**config.mk**
```make
export PLATFORM = sky130hd
export DESIGN_NAME = trimmed_mean_window_filter_top
export DESIGN_NICKNAME = d
export VERILOG_FILES = /design/src/rtl/tmwf_pkg.sv /design/src/rtl/tmwf_front.sv /design/src/rtl/tmwf_cmd_queue.sv /design/src/rtl/tmwf_back.sv /design/src/rtl/trimmed_mean_window_filter_top.sv
export SDC_FILE = /design/constraint.sdc
export NUM_CORES = 2
export LEC_CHECK = 0
export BUFFER_PORTS_ARGS = -buffer_cell sky130_fd_sc_hd__buf_2
export CAP_MARGIN = 20
export CORE_ASPECT_RATIO = 0.5
export CORE_MARGIN = 4
export CORE_UTILIZATION = 39
export CTS_CLUSTER_DIAMETER = 200
export DETAILED_ROUTE_END_ITERATION = 16
export PLACE_DENSITY = 0.54
export SETUP_SLACK_MARGIN = 0.5
export SLEW_MARGIN = 20
export SYNTH_ARGS = -nofsm -noshare
export SYNTH_HDL_FRONTEND = slang
export SYNTH_HIERARCHICAL = 1
export SYNTH_SLANG_ARGS = --single-unit
```
**constraint.sdc**
```tcl
create_clock -name clock -period 13.5 [get_ports clock]
set_clock_uncertainty 0.1 [all_clocks]
set_input_delay 0.675 -clock clock [delete_from_list [all_inputs] [get_ports clock]]
set_output_delay 0.675 -clock clock [all_outputs]
set_load 0.05 [all_outputs]
```
**src/rtl/tmwf_pkg.sv**
```systemverilog
// Package for the trimmed-mean window filter.
// Holds default sizes, the command control struct and the back-end state type.
// No dependencies.
package tmwf_pkg;

   // Default sizes of the filter.
   localparam int DEF_WINDOW_LEN    = 20;
   localparam int DEF_TRIM_EACH_END = 4;
   localparam int DEF_SAMPLE_BITS   = 16;

   // Depth of the command queue between front and back.
   localparam int CMD_QUEUE_DEPTH = 2;

   // Control half of a command word passed from the front to the back.
   typedef struct packed {
      logic do_write;
      logic do_compute;
   } cmd_ctrl_type;

   // Back-end sequencer states.
   typedef enum logic [2:0] {
      BK_IDLE,
      BK_RANK,
      BK_SUM,
      BK_DIV,
      BK_DONE
   } back_state_type;

endpackage

```
**src/rtl/tmwf_front.sv**
```systemverilog
// Front end of the trimmed-mean window filter: takes sample words and turns them
// into window-write and compute commands.
// Depends on tmwf_pkg.
module tmwf_front
   import tmwf_pkg::*;
#(
   parameter int WINDOW_LEN  = DEF_WINDOW_LEN,
   parameter int SAMPLE_BITS = DEF_SAMPLE_BITS
) (
   input  logic                          clock,
   input  logic                          reset,
   input  logic                          req_push,
   output logic                          req_full,
   input  logic signed [SAMPLE_BITS-1:0] req_sample,
   input  logic                          req_sample_present,
   input  logic                          cmd_full,
   output logic                          cmd_push,
   output cmd_ctrl_type                  cmd_ctrl,
   output logic [$clog2(WINDOW_LEN)-1:0] cmd_slot,
   output logic [SAMPLE_BITS-1:0]        cmd_sample
);

   localparam int IDX_BITS = $clog2(WINDOW_LEN);

   logic [IDX_BITS-1:0] write_slot_ff, write_slot_in;
   logic [IDX_BITS-1:0] tick_phase_ff, tick_phase_in;
   logic                accept;
   logic                phase_last;
   logic                slot_last;

   // A word is taken whenever the queue has room.
   assign req_full   = cmd_full;
   assign accept     = req_push && !cmd_full;
   assign phase_last = (tick_phase_ff == IDX_BITS'(WINDOW_LEN - 1));
   assign slot_last  = (write_slot_ff == IDX_BITS'(WINDOW_LEN - 1));

   // Classify the word: a present sample writes, the last tick of a period computes.
   assign cmd_ctrl.do_write   = req_sample_present;
   assign cmd_ctrl.do_compute = phase_last;
   assign cmd_push   = accept && (req_sample_present || phase_last);
   assign cmd_slot   = write_slot_ff;
   assign cmd_sample = req_sample;

   // Next values of the slot pointer and tick counter.
   always_comb begin
      write_slot_in = write_slot_ff;
      tick_phase_in = tick_phase_ff;
      if (accept) begin
         if (req_sample_present) begin
            write_slot_in = slot_last ? '0 : write_slot_ff + 1'b1;
         end
         tick_phase_in = phase_last ? '0 : tick_phase_ff + 1'b1;
      end
   end

   always_ff @(posedge clock) begin
      if (reset) begin
         write_slot_ff <= '0;
         tick_phase_ff <= '0;
      end else begin
         write_slot_ff <= write_slot_in;
         tick_phase_ff <= tick_phase_in;
      end
   end

endmodule

```
**src/rtl/tmwf_cmd_queue.sv**
```systemverilog
// Short command queue between the front and back ends of the filter.
// Depends on tmwf_pkg.
module tmwf_cmd_queue
   import tmwf_pkg::*;
#(
   parameter int DATA_BITS = 21
) (
   input  logic                 clock,
   input  logic                 reset,
   input  logic                 push,
   input  cmd_ctrl_type         push_ctrl,
   input  logic [DATA_BITS-1:0] push_data,
   output logic                 full,
   input  logic                 pop,
   output logic                 empty,
   output cmd_ctrl_type         pop_ctrl,
   output logic [DATA_BITS-1:0] pop_data
);

   localparam int PTR_BITS = (CMD_QUEUE_DEPTH > 1) ? $clog2(CMD_QUEUE_DEPTH) : 1;
   localparam int CNT_BITS = $clog2(CMD_QUEUE_DEPTH + 1);

   cmd_ctrl_type         ctrl_ff [CMD_QUEUE_DEPTH];
   logic [DATA_BITS-1:0] data_ff [CMD_QUEUE_DEPTH];
   logic [PTR_BITS-1:0]  wr_ptr_ff, wr_ptr_in;
   logic [PTR_BITS-1:0]  rd_ptr_ff, rd_ptr_in;
   logic [CNT_BITS-1:0]  count_ff, count_in;
   logic                 do_push;
   logic                 do_pop;

   assign full     = (count_ff == CNT_BITS'(CMD_QUEUE_DEPTH));
   assign empty    = (count_ff == '0);
   assign do_push  = push && !full;
   assign do_pop   = pop && !empty;
   assign pop_ctrl = ctrl_ff[rd_ptr_ff];
   assign pop_data = data_ff[rd_ptr_ff];

   // Pointer and fill count updates.
   always_comb begin
      wr_ptr_in = wr_ptr_ff;
      rd_ptr_in = rd_ptr_ff;
      count_in  = count_ff;
      if (do_push) begin
         wr_ptr_in = (wr_ptr_ff == PTR_BITS'(CMD_QUEUE_DEPTH - 1)) ? '0 : wr_ptr_ff + 1'b1;
      end
      if (do_pop) begin
         rd_ptr_in = (rd_ptr_ff == PTR_BITS'(CMD_QUEUE_DEPTH - 1)) ? '0 : rd_ptr_ff + 1'b1;
      end
      if (do_push && !do_pop) begin
         count_in = count_ff + 1'b1;
      end else if (do_pop && !do_push) begin
         count_in = count_ff - 1'b1;
      end
   end

   always_ff @(posedge clock) begin
      if (reset) begin
         wr_ptr_ff <= '0;
         rd_ptr_ff <= '0;
         count_ff  <= '0;
      end else begin
         wr_ptr_ff <= wr_ptr_in;
         rd_ptr_ff <= rd_ptr_in;
         count_ff  <= count_in;
      end
   end

   // Entry storage.
   always_ff @(posedge clock) begin
      if (do_push) begin
         ctrl_ff[wr_ptr_ff] <= push_ctrl;
         data_ff[wr_ptr_ff] <= push_data;
      end
   end

endmodule

```
**src/rtl/tmwf_back.sv**
```systemverilog
// Back end of the trimmed-mean window filter: holds the window, ranks it, sums
// the middle values and divides by their count, then loads the result register.
// Depends on tmwf_pkg.
module tmwf_back
   import tmwf_pkg::*;
#(
   parameter int WINDOW_LEN    = DEF_WINDOW_LEN,
   parameter int TRIM_EACH_END = DEF_TRIM_EACH_END,
   parameter int SAMPLE_BITS   = DEF_SAMPLE_BITS
) (
   input  logic                          clock,
   input  logic                          reset,
   input  logic                          cmd_empty,
   output logic                          cmd_pop,
   input  cmd_ctrl_type                  cmd_ctrl,
   input  logic [$clog2(WINDOW_LEN)-1:0] cmd_slot,
   input  logic [SAMPLE_BITS-1:0]        cmd_sample,
   output logic                          rsp_empty,
   input  logic                          rsp_pop,
   output logic signed [SAMPLE_BITS-1:0] rsp_trimmed_mean
);

   localparam int IDX_BITS    = $clog2(WINDOW_LEN);
   localparam int MID_COUNT   = WINDOW_LEN - 2 * TRIM_EACH_END;
   localparam int DIVISOR     = (MID_COUNT > 0) ? MID_COUNT : 1;
   localparam int SUM_BITS    = SAMPLE_BITS + $clog2(WINDOW_LEN + 1);
   localparam int MAG_BITS    = SUM_BITS + 1;
   // Reciprocal of the divisor, scaled so that the truncated product gives the
   // exact quotient for every dividend of MAG_BITS bits.
   localparam int RECIP_SHIFT = MAG_BITS + $clog2(DIVISOR);
   localparam logic [MAG_BITS:0] RECIP = (MAG_BITS + 1)'(
      ((64'd1 << RECIP_SHIFT) + 64'(DIVISOR) - 64'd1) / 64'(DIVISOR));

   back_state_type state_ff, state_in;

   logic signed [SAMPLE_BITS-1:0] window_ff [WINDOW_LEN];
   logic [IDX_BITS-1:0]           rank_ff   [WINDOW_LEN];
   logic [IDX_BITS-1:0]           rank_in   [WINDOW_LEN];
   logic [IDX_BITS-1:0]           idx_ff, idx_in;
   logic signed [SUM_BITS-1:0]    sum_ff, sum_in;
   logic [MAG_BITS-1:0]           dq_ff, dq_in;
   logic                          step_ff, step_in;
   logic                          out_valid_ff, out_valid_in;
   logic [SAMPLE_BITS-1:0]        out_ff, out_in;

   logic signed [SAMPLE_BITS-1:0] probe;
   logic                          idx_last;
   logic                          in_middle;
   logic [SUM_BITS-1:0]           sum_abs;
   logic [MAG_BITS-1:0]           mag;
   logic [2*MAG_BITS:0]           prod;
   logic [SAMPLE_BITS-1:0]        quot_next;
   logic [SAMPLE_BITS-1:0]        quot;
   logic [SAMPLE_BITS-1:0]        result;

   // The streamed entry that all rank lanes compare against in this cycle.
   assign probe     = window_ff[idx_ff];
   assign idx_last  = (idx_ff == IDX_BITS'(WINDOW_LEN - 1));
   assign in_middle = (32'(rank_ff[idx_ff]) >= TRIM_EACH_END)
                   && (32'(rank_ff[idx_ff]) < WINDOW_LEN - TRIM_EACH_END);

   // Rounded magnitude to divide: |sum| plus half the divisor.
   assign sum_abs = sum_ff[SUM_BITS-1] ? (~sum_ff + 1'b1) : sum_ff;
   assign mag     = {1'b0, sum_abs} + MAG_BITS'(DIVISOR / 2);

   // Division by the constant count as a multiply by its scaled reciprocal.
   assign prod      = dq_ff * RECIP;
   assign quot_next = prod[RECIP_SHIFT +: SAMPLE_BITS];

   // Sign is restored on the quotient; the mean always fits the sample width.
   assign quot   = dq_ff[SAMPLE_BITS-1:0];
   assign result = sum_ff[SUM_BITS-1] ? (~quot + 1'b1) : quot;

   assign rsp_empty        = !out_valid_ff;
   assign rsp_trimmed_mean = out_ff;

   // Rank lanes: each lane counts the entries that order before its own entry,
   // with ties broken by slot index so that every rank is distinct.
   always_comb begin
      for (int i = 0; i < WINDOW_LEN; i++) begin
         rank_in[i] = rank_ff[i];
         if (state_ff == BK_IDLE) begin
            rank_in[i] = '0;
         end else if (state_ff == BK_RANK) begin
            if ((probe < window_ff[i])
                  || ((probe == window_ff[i]) && (idx_ff < IDX_BITS'(i)))) begin
               rank_in[i] = rank_ff[i] + 1'b1;
            end
         end
      end
   end

   // Sequencer: next state and datapath controls.
   always_comb begin
      state_in     = state_ff;
      idx_in       = idx_ff;
      sum_in       = sum_ff;
      dq_in        = dq_ff;
      step_in      = step_ff;
      out_in       = out_ff;
      out_valid_in = out_valid_ff && !rsp_pop;
      cmd_pop      = 1'b0;
      case (state_ff)
         BK_IDLE: begin
            idx_in = '0;
            if (!cmd_empty) begin
               cmd_pop = 1'b1;
               if (cmd_ctrl.do_compute) begin
                  state_in = BK_RANK;
               end
            end
         end
         BK_RANK: begin
            if (idx_last) begin
               idx_in   = '0;
               sum_in   = '0;
               state_in = BK_SUM;
            end else begin
               idx_in = idx_ff + 1'b1;
            end
         end
         BK_SUM: begin
            if (in_middle) begin
               sum_in = sum_ff + SUM_BITS'(probe);
            end
            if (idx_last) begin
               state_in = BK_DIV;
            end else begin
               idx_in = idx_ff + 1'b1;
            end
            dq_in   = '0;
            step_in = 1'b0;
         end
         BK_DIV: begin
            if (!step_ff) begin
               // Register the rounded dividend before the multiply.
               dq_in   = mag;
               step_in = 1'b1;
            end else begin
               dq_in    = {{(MAG_BITS - SAMPLE_BITS){1'b0}}, quot_next};
               state_in = BK_DONE;
            end
         end
         BK_DONE: begin
            // Wait for the result register to be free.
            if (!out_valid_ff || rsp_pop) begin
               out_in       = result;
               out_valid_in = 1'b1;
               state_in     = BK_IDLE;
            end
         end
         default: begin
            state_in = BK_IDLE;
         end
      endcase
   end

   always_ff @(posedge clock) begin
      if (reset) begin
         state_ff     <= BK_IDLE;
         out_valid_ff <= 1'b0;
      end else begin
         state_ff     <= state_in;
         out_valid_ff <= out_valid_in;
      end
   end

   // Datapath registers.
   always_ff @(posedge clock) begin
      idx_ff  <= idx_in;
      sum_ff  <= sum_in;
      dq_ff   <= dq_in;
      step_ff <= step_in;
      out_ff  <= out_in;
      rank_ff <= rank_in;
   end

   // Window store: cleared at reset, written from the command queue.
   always_ff @(posedge clock) begin
      if (reset) begin
         for (int i = 0; i < WINDOW_LEN; i++) begin
            window_ff[i] <= '0;
         end
      end else if (cmd_pop && cmd_ctrl.do_write) begin
         window_ff[cmd_slot] <= cmd_sample;
      end
   end

endmodule

```
**src/rtl/trimmed_mean_window_filter_top.sv**
```systemverilog
// Trimmed-mean window filter, top level.
// Request words go in through push/full, results leave through empty/pop.
// Each request word is one sample tick with a sample and a present flag.
// A present sample overwrites the oldest slot of a ring window cleared at reset.
// On every WINDOW_LEN-th tick the window is ranked, TRIM_EACH_END values are
// dropped at each end and the rounded mean of the rest is queued as a result.
// Ticks that do not compute are taken one per cycle while the command queue
// has room; a computing tick occupies the back end while it takes the
// command, makes a rank pass and a sum pass over the window, registers the
// rounded dividend, divides it by reciprocal multiply and loads the result
// register.
// Full rises when the two-entry command queue fills; while a result waits for
// pop, the back end holds the next result, and ticks keep flowing until the
// queue is full. Reset empties the queue and the result register, clears the
// window, the write slot and the tick counter.
// Depends on tmwf_pkg, tmwf_front, tmwf_cmd_queue and tmwf_back.
module trimmed_mean_window_filter_top
   import tmwf_pkg::*;
#(
   parameter int WINDOW_LEN    = DEF_WINDOW_LEN,
   parameter int TRIM_EACH_END = DEF_TRIM_EACH_END,
   parameter int SAMPLE_BITS   = DEF_SAMPLE_BITS
) (
   input  logic                          clock,
   input  logic                          reset,
   input  logic                          req_push,
   output logic                          req_full,
   input  logic signed [SAMPLE_BITS-1:0] req_sample,
   input  logic                          req_sample_present,
   output logic                          rsp_empty,
   input  logic                          rsp_pop,
   output logic signed [SAMPLE_BITS-1:0] rsp_trimmed_mean
);

   localparam int IDX_BITS  = $clog2(WINDOW_LEN);
   localparam int DATA_BITS = IDX_BITS + SAMPLE_BITS;

   logic                   fe_push;
   cmd_ctrl_type           fe_ctrl;
   logic [IDX_BITS-1:0]    fe_slot;
   logic [SAMPLE_BITS-1:0] fe_sample;
   logic                   q_full;
   logic                   q_empty;
   logic                   q_pop;
   cmd_ctrl_type           q_ctrl;
   logic [DATA_BITS-1:0]   q_data;

   // Front end: tick counting and command generation.
   tmwf_front #(
      .WINDOW_LEN  (WINDOW_LEN),
      .SAMPLE_BITS (SAMPLE_BITS)
   ) u_front (
      .clock              (clock),
      .reset              (reset),
      .req_push           (req_push),
      .req_full           (req_full),
      .req_sample         (req_sample),
      .req_sample_present (req_sample_present),
      .cmd_full           (q_full),
      .cmd_push           (fe_push),
      .cmd_ctrl           (fe_ctrl),
      .cmd_slot           (fe_slot),
      .cmd_sample         (fe_sample)
   );

   // Command queue decoupling the two ends.
   tmwf_cmd_queue #(
      .DATA_BITS (DATA_BITS)
   ) u_queue (
      .clock     (clock),
      .reset     (reset),
      .push      (fe_push),
      .push_ctrl (fe_ctrl),
      .push_data ({fe_slot, fe_sample}),
      .full      (q_full),
      .pop       (q_pop),
      .empty     (q_empty),
      .pop_ctrl  (q_ctrl),
      .pop_data  (q_data)
   );

   // Back end: window store, ranking, summing and division.
   tmwf_back #(
      .WINDOW_LEN    (WINDOW_LEN),
      .TRIM_EACH_END (TRIM_EACH_END),
      .SAMPLE_BITS   (SAMPLE_BITS)
   ) u_back (
      .clock            (clock),
      .reset            (reset),
      .cmd_empty        (q_empty),
      .cmd_pop          (q_pop),
      .cmd_ctrl         (q_ctrl),
      .cmd_slot         (q_data[DATA_BITS-1:SAMPLE_BITS]),
      .cmd_sample       (q_data[SAMPLE_BITS-1:0]),
      .rsp_empty        (rsp_empty),
      .rsp_pop          (rsp_pop),
      .rsp_trimmed_mean (rsp_trimmed_mean)
   );

endmodule

```
---- After elaboration in Yosys (flattened, before gate mapping) ----
Memory sizes are Yosys's and may differ from the RTL's. A register that Yosys moved wholly into a read port is not among the register bits.
Index checks and enable logic that the tools add are counted.
Widths: inputs -> output; s select.
word-level totals
  bits in read-only memories .............. 0
  RAM bits ................................ 366
  latch bits .............................. 0
  input bits .............................. 21
  memories ................................ 3
  register bits ........................... 183
memories
  memory            words  bits a word  rd ports  clocked after memory_dff  wr ports  line                  text
  u_back.window_ff  20     16           21        1                         20        tmwf_back.sv:36       logic signed [SAMPLE_BITS-1:0] window_ff [WINDOW_LEN];
  u_queue.data_ff   2      21           1         1                         1         tmwf_cmd_queue.sv:24  logic [DATA_BITS-1:0] data_ff [CMD_QUEUE_DEPTH];
  u_queue.ctrl_ff   2      2            1         1                         1         tmwf_cmd_queue.sv:23  cmd_ctrl_type ctrl_ff [CMD_QUEUE_DEPTH];
cells by class
  div/mod/pow operators ................... 0
  $lt $le $gt $ge ......................... 43
  bitwise logic cells ..................... 3
  shifts and indexed selects .............. 0
  reductions and logical operators ........ 89
  equal/unequal tests ..................... 36
  $add $sub $neg .......................... 31
  multiply operators ...................... 1
  muxes and demuxes ....................... 46
operators with widths
  kind                    count
  $eq 16x16->1            20
  $lt 16x16->1            20
  $add 5x1->5 const B     23
  $mux 21                 3
  $reduce_and 2->1        23
  $pmux 22 s2             1
  $pmux 21 s2             1
  $mul 22x22->41 const B  1
  $lt 5x4->1 const B      8
  $mux 5                  8
  $mux 16                 2
  $logic_and 1x1->1       29
  $bmux 5 s5              1
  $lt 5x5->1 const B      5
  $add 21x3->22 const B   1
  $logic_or 1x1->1        22
  $mux 22                 1
  $add 21x1->21 const B   1
  $add 21x16->21          1
  $not 21->21             1
  $lt 5x3->1 const B      4
  $mux 1                  18
  $mux 3                  6
  $add 16x1->16 const B   1
  other kinds (28)        48

---- Logic depth before layout (Yosys ltp) ----
  word-level depth ........................ 9
  depth in mapped cells ................... 23
  gate-level depth less buffers ........... 23

---- By module ----
The synthesis kept the hierarchy.
modules (own cells, without submodules)
  module          area an instance (sq um)  instances  cells each
  tmwf_back       47262.8                   1          4103
  tmwf_cmd_queue  1868.0                    1          96
  tmwf_front      659.4                     1          78

---- Least setup slack after synthesis ----
No wires, ideal clock.
  kind .................................... register to register
  start ................................... register u_back.dq_ff[3]
  end ..................................... register u_back.dq_ff[14], data pin
  stages on the path, launching flop included .. 24
  path buffers ............................ 0
  data arrival time ....................... 6126 ps
  required time ........................... 13129 ps
  library setup time ...................... 271 ps
  setup slack ............................. 7002 ps
  path through ............................ edfxtp_1 ha_1 xor2_1 ha_1 inv_1 fa_1 inv_1 fa_1 fa_1 fa_1 inv_1 fa_1 inv_1 ha_1 a21o_1 a21o_1 a21o_1 nor3_1 o311ai_1 a21oi_1 o21ai_1 a311o_1 xnor2_1 o22ai_1
between the ends
  word-level cells in the longest chain between the ends .. 3
RTL lines
  element                   line              text
  start: declaration        tmwf_back.sv:41   logic [MAG_BITS-1:0] dq_ff, dq_in;
  start signal: assignment  tmwf_back.sv:172  dq_ff <= dq_in;
  $mul 22x22->41            tmwf_back.sv:67   assign prod = dq_ff * RECIP;
  $mux 22                   tmwf_back.sv:135  if (!step_ff) begin
  $pmux 22 s2               tmwf_back.sv:103  case (state_ff)
Every way passes these cells.
A chain may end at the register's enable or synchronous reset.

---- Worst setup path in the final report ----
  start ................................... register u_back.dq_ff[5]
  end ..................................... register u_back.dq_ff[14], data pin
The elaborated chain is that of the path after synthesis.

==> flow_metrics.env <==
export IMPL_gr_usage_all_layers_pct=22.1
export IMPL_grt_setup_unrepaired="false"
export IMPL_maxCapViolCount=0
export IMPL_hold_path_depth=1
export IMPL_ir_drop_uv=101
export IMPL_ctsHtreeMaxLevel=3
export IMPL_r2r_end="u_back/dq_ff[14]"
export IMPL_fp_dieW_um=513
export IMPL_synth_top_area_share_pct=37.6
export IMPL_routedWlPerCell_um=24.3
export IMPL_drtIter0Drc=2870
export IMPL_seq_area_sq_um=21200
export IMPL_rows=92
export IMPL_cts_hold_fix_buffers=0
export IMPL_clockBufferDepth=3
export IMPL_rr_worst_depth=23
export IMPL_slew_headroom_pct=18.9
export IMPL_cts_resized=0
export IMPL_dr_pass1_iters=5
export IMPL_wirelength_um=147000
export IMPL_cts_tree="done"
export IMPL_crit_required_ns=13.79
export IMPL_synth_avg_cell_area_sq_um=11.6
export IMPL_routabilityCongestion=0.901
export IMPL_synth_edff_count=623
export IMPL_clk_latency_ns=0.69
export IMPL_port_buffers=38
export IMPL_fmax_mhz=133
export IMPL_placed_cell_area_sq_um=51900
export IMPL_worst_pin_slew_ns=1.21
export IMPL_finalMaxSlewViolations=0
export IMPL_startpoint_type="register"
export IMPL_fin_util_pct=43.1
export IMPL_hold_violations=0
export IMPL_initial_core_util_pct=39.4
export IMPL_worstSetupPathType="register to register"
export IMPL_ys_warn_count=6
export IMPL_hold_slack_ns=0.0814
export IMPL_hpwl_um=107000
export IMPL_grt_max_degree=92
export IMPL_holdPathEnd="u_queue/data_ff[1][0]"
export IMPL_core_area_sq_um=126000
export IMPL_placed_cells=5913
export IMPL_antenna_left=0
export IMPL_yosysTopAreaCell="edfxtp_1"
export IMPL_area_growth_pct=9.45
export IMPL_nFillCells=11800
export IMPL_fin_nets=5059
export IMPL_grt_overflow=0
export IMPL_antenna_found_initial=7
export IMPL_fin_crit_sh_pct=55.9
export IMPL_rrSetupSlack_ns=5.95
export IMPL_chipHeight_um=261
export IMPL_cts_sinks=747
export IMPL_syn_num_nets=5033
export IMPL_hold_path_startpoint="req_sample[0]"
export IMPL_period_minus_slack_ns=7.55
export IMPL_cts_root_buf="clkbuf_16"
export IMPL_p_leak_uw=0.0221
export IMPL_grt_pass1_wl_um=220000
export IMPL_num_vias=33100
export IMPL_regToRegStartpoint="u_back/dq_ff[5]"
export IMPL_synthArstFlopShare_pct=0
export IMPL_clk_pin_slew_ns=0.06
export IMPL_syn_inst=4277
export IMPL_fin_area_sq_um=54500
export IMPL_viasPerCell=5.45
export IMPL_synth_area_leaders="edfxtp_1, ha_1, mux4_2"
export IMPL_ys_seq_area_share_pct=42.6
export IMPL_drive_above_1_share_pct=11.1
export IMPL_drc=0
export IMPL_grt_pass1_vias=33800
export IMPL_worstHoldPathType="input port to register"
export IMPL_finalSetupViolCount=0
export IMPL_ys_seq_elements=747
export IMPL_cts_setup_buffers=0
export IMPL_setup_tns_ns=0
export IMPL_pin_count=39
export IMPL_dieArea_sq_um=134000
export IMPL_ys_types=86
export IMPL_synthFlopType="edfxtp_1"
export IMPL_critPathCaptureType="register"
export IMPL_synth_area_sq_um=49800
export IMPL_worstPathArrival_ns=7.84
export IMPL_multi_input_area_sq_um=25700
export IMPL_cp_max_fo=12
export IMPL_fin_cells=6062
export IMPL_powerDensity_nw_per_um2=124
export IMPL_outcome="finished clean"
export IMPL_numCtsBuffers=79
-- layer usage --
metal	GRT usage [%]	wire length, um	vias to the layer above
li1	-	-	15200
met1	31.1	68200	16800
met2	35.8	67300	830
met3	3.13	7860	180
met4	5.93	3660	2
met5	0	15	-
-- where the power goes --
group,internal (uW),switching [uW],total (uW)
Clock,1200,974,2170
Combinational,667,1220,1880
Sequential,2630,82.2,2710
Total,4490,2270,6760
-- cell type report --
cell class,instances,area share [%]
Tap cell,1692,3.88
Inverter,616,4.24
Multi-Input combinational cell,2760,47.1
Clock buffer,100,3.89
Sequential cell,747,38.9
Antenna cell,4,0.0184
Clock inverter,44,0.726
Timing Repair Buffer,99,1.23
-- cell families (layout without fill, tap and decap cells) --
| family | after synthesis | in the layout | share of synthesized area (%) |
|---|---|---|---|
| other | 1 | 5 | 0.00753 |
| buffers and inverters | 770 | 859 | 5.98 |
| XOR/XNOR | 143 | 143 | 2.52 |
| multiplexers | 233 | 233 | 8.88 |
| flip-flops | 747 | 747 | 42.6 |
| AND/OR/NAND/NOR | 1109 | 1109 | 12.2 |
| AO/OA/AOI/OAI | 539 | 539 | 6.96 |
| adder cells (fa/ha/maj) | 735 | 735 | 20.9 |
-- state kept, by name, summed over array words and instances, names as in the netlist, named ones only --
| name | cells |
|---|---|
| u_queue/count_ff | 2 |
| u_front/cmd_slot | 5 |
| u_back/step_ff | 1 |
| u_back/window_ff | 512 |
| u_queue/data_ff | 42 |
| u_back/rank_ff | 100 |
| u_back/sum_ff | 21 |
| u_front/tick_phase_ff | 5 |
| u_back/state_ff | 3 |
| u_back/dq_ff | 22 |
| u_back/rsp_trimmed_mean | 16 |
| u_queue/wr_ptr_ff | 1 |
| u_queue/rd_ptr_ff | 1 |
| u_queue/ctrl_ff | 4 |
| u_back/out_valid_ff | 1 |
| u_back/idx_ff | 5 |
-- cells in the mapped netlist, types with 105 or more instances --
master / n
and2_1: 332
o21ai_0: 120
a21oi_1: 146
dfxtp_1: 124
edfxtp_1: 623
mux4_2: 163
nand2_1: 139
ha_1: 572
fa_1: 163
inv_1: 616
clkbuf_1: 105
nor2_1: 227
-- stage by stage --
stage                     worst slack [ns]  power (uW)
after floorplan                       7.00        3900
after global placement                6.10        4580
after detailed placement              5.99        4620
after CTS                             5.96        6810
after global routing                  5.56        7090
final                                 5.95        6760
-- worst max-delay path, stage by stage (launching register included) --
cell	delay (ns)
edfxtp_1	0.64
ha_1	0.46
xor2_1	0.34
ha_1	0.30
inv_1	0.07
fa_1	0.44
inv_1	0.10
fa_1	0.42
fa_1	0.52
fa_1	0.55
inv_1	0.05
fa_1	0.50
inv_1	0.04
ha_1	0.31
a21o_1	0.18
a21o_1	0.17
a21o_1	0.20
nor3_1	0.14
o311ai_1	0.16
a21oi_1	0.54
o21ai_1	0.35
a311o_1	0.44
xnor2_1	0.14
o22ai_1	0.09
-- worst max path at each step --
stage / startpoint / end / slack, ns / cells past startpoint
4_1_cts: u_back/dq_ff[3] / u_back/dq_ff[14] / 5.96 / 23
3_3_place_gp: u_back/dq_ff[5] / u_back/dq_ff[14] / 6.10 / 23
2_1_floorplan: u_back/dq_ff[3] / u_back/dq_ff[14] / 7.00 / 23
3_5_place_dp: u_back/dq_ff[3] / u_back/dq_ff[14] / 5.99 / 23
5_1_grt: u_back/dq_ff[3] / u_back/dq_ff[8] / 5.56 / 22
6_report: u_back/dq_ff[5] / u_back/dq_ff[14] / 5.95 / 23
-- cells in the final DEF (no fill, tap or decap), drive strengths merged, types with 44 or more instances in the layout --
master	n
nand2	139
clkbuf	100
dfxtp	124
nor3	44
nor2	227
nor2b	52
xor2	77
edfxtp	623
nand4	82
and2	332
mux4	163
buf	99
o21ai	122
nand3	72
a21o	71
a21oi	146
ha	572
xnor2	66
inv	617
fa	163
Power figures use the tool's default switching activity.
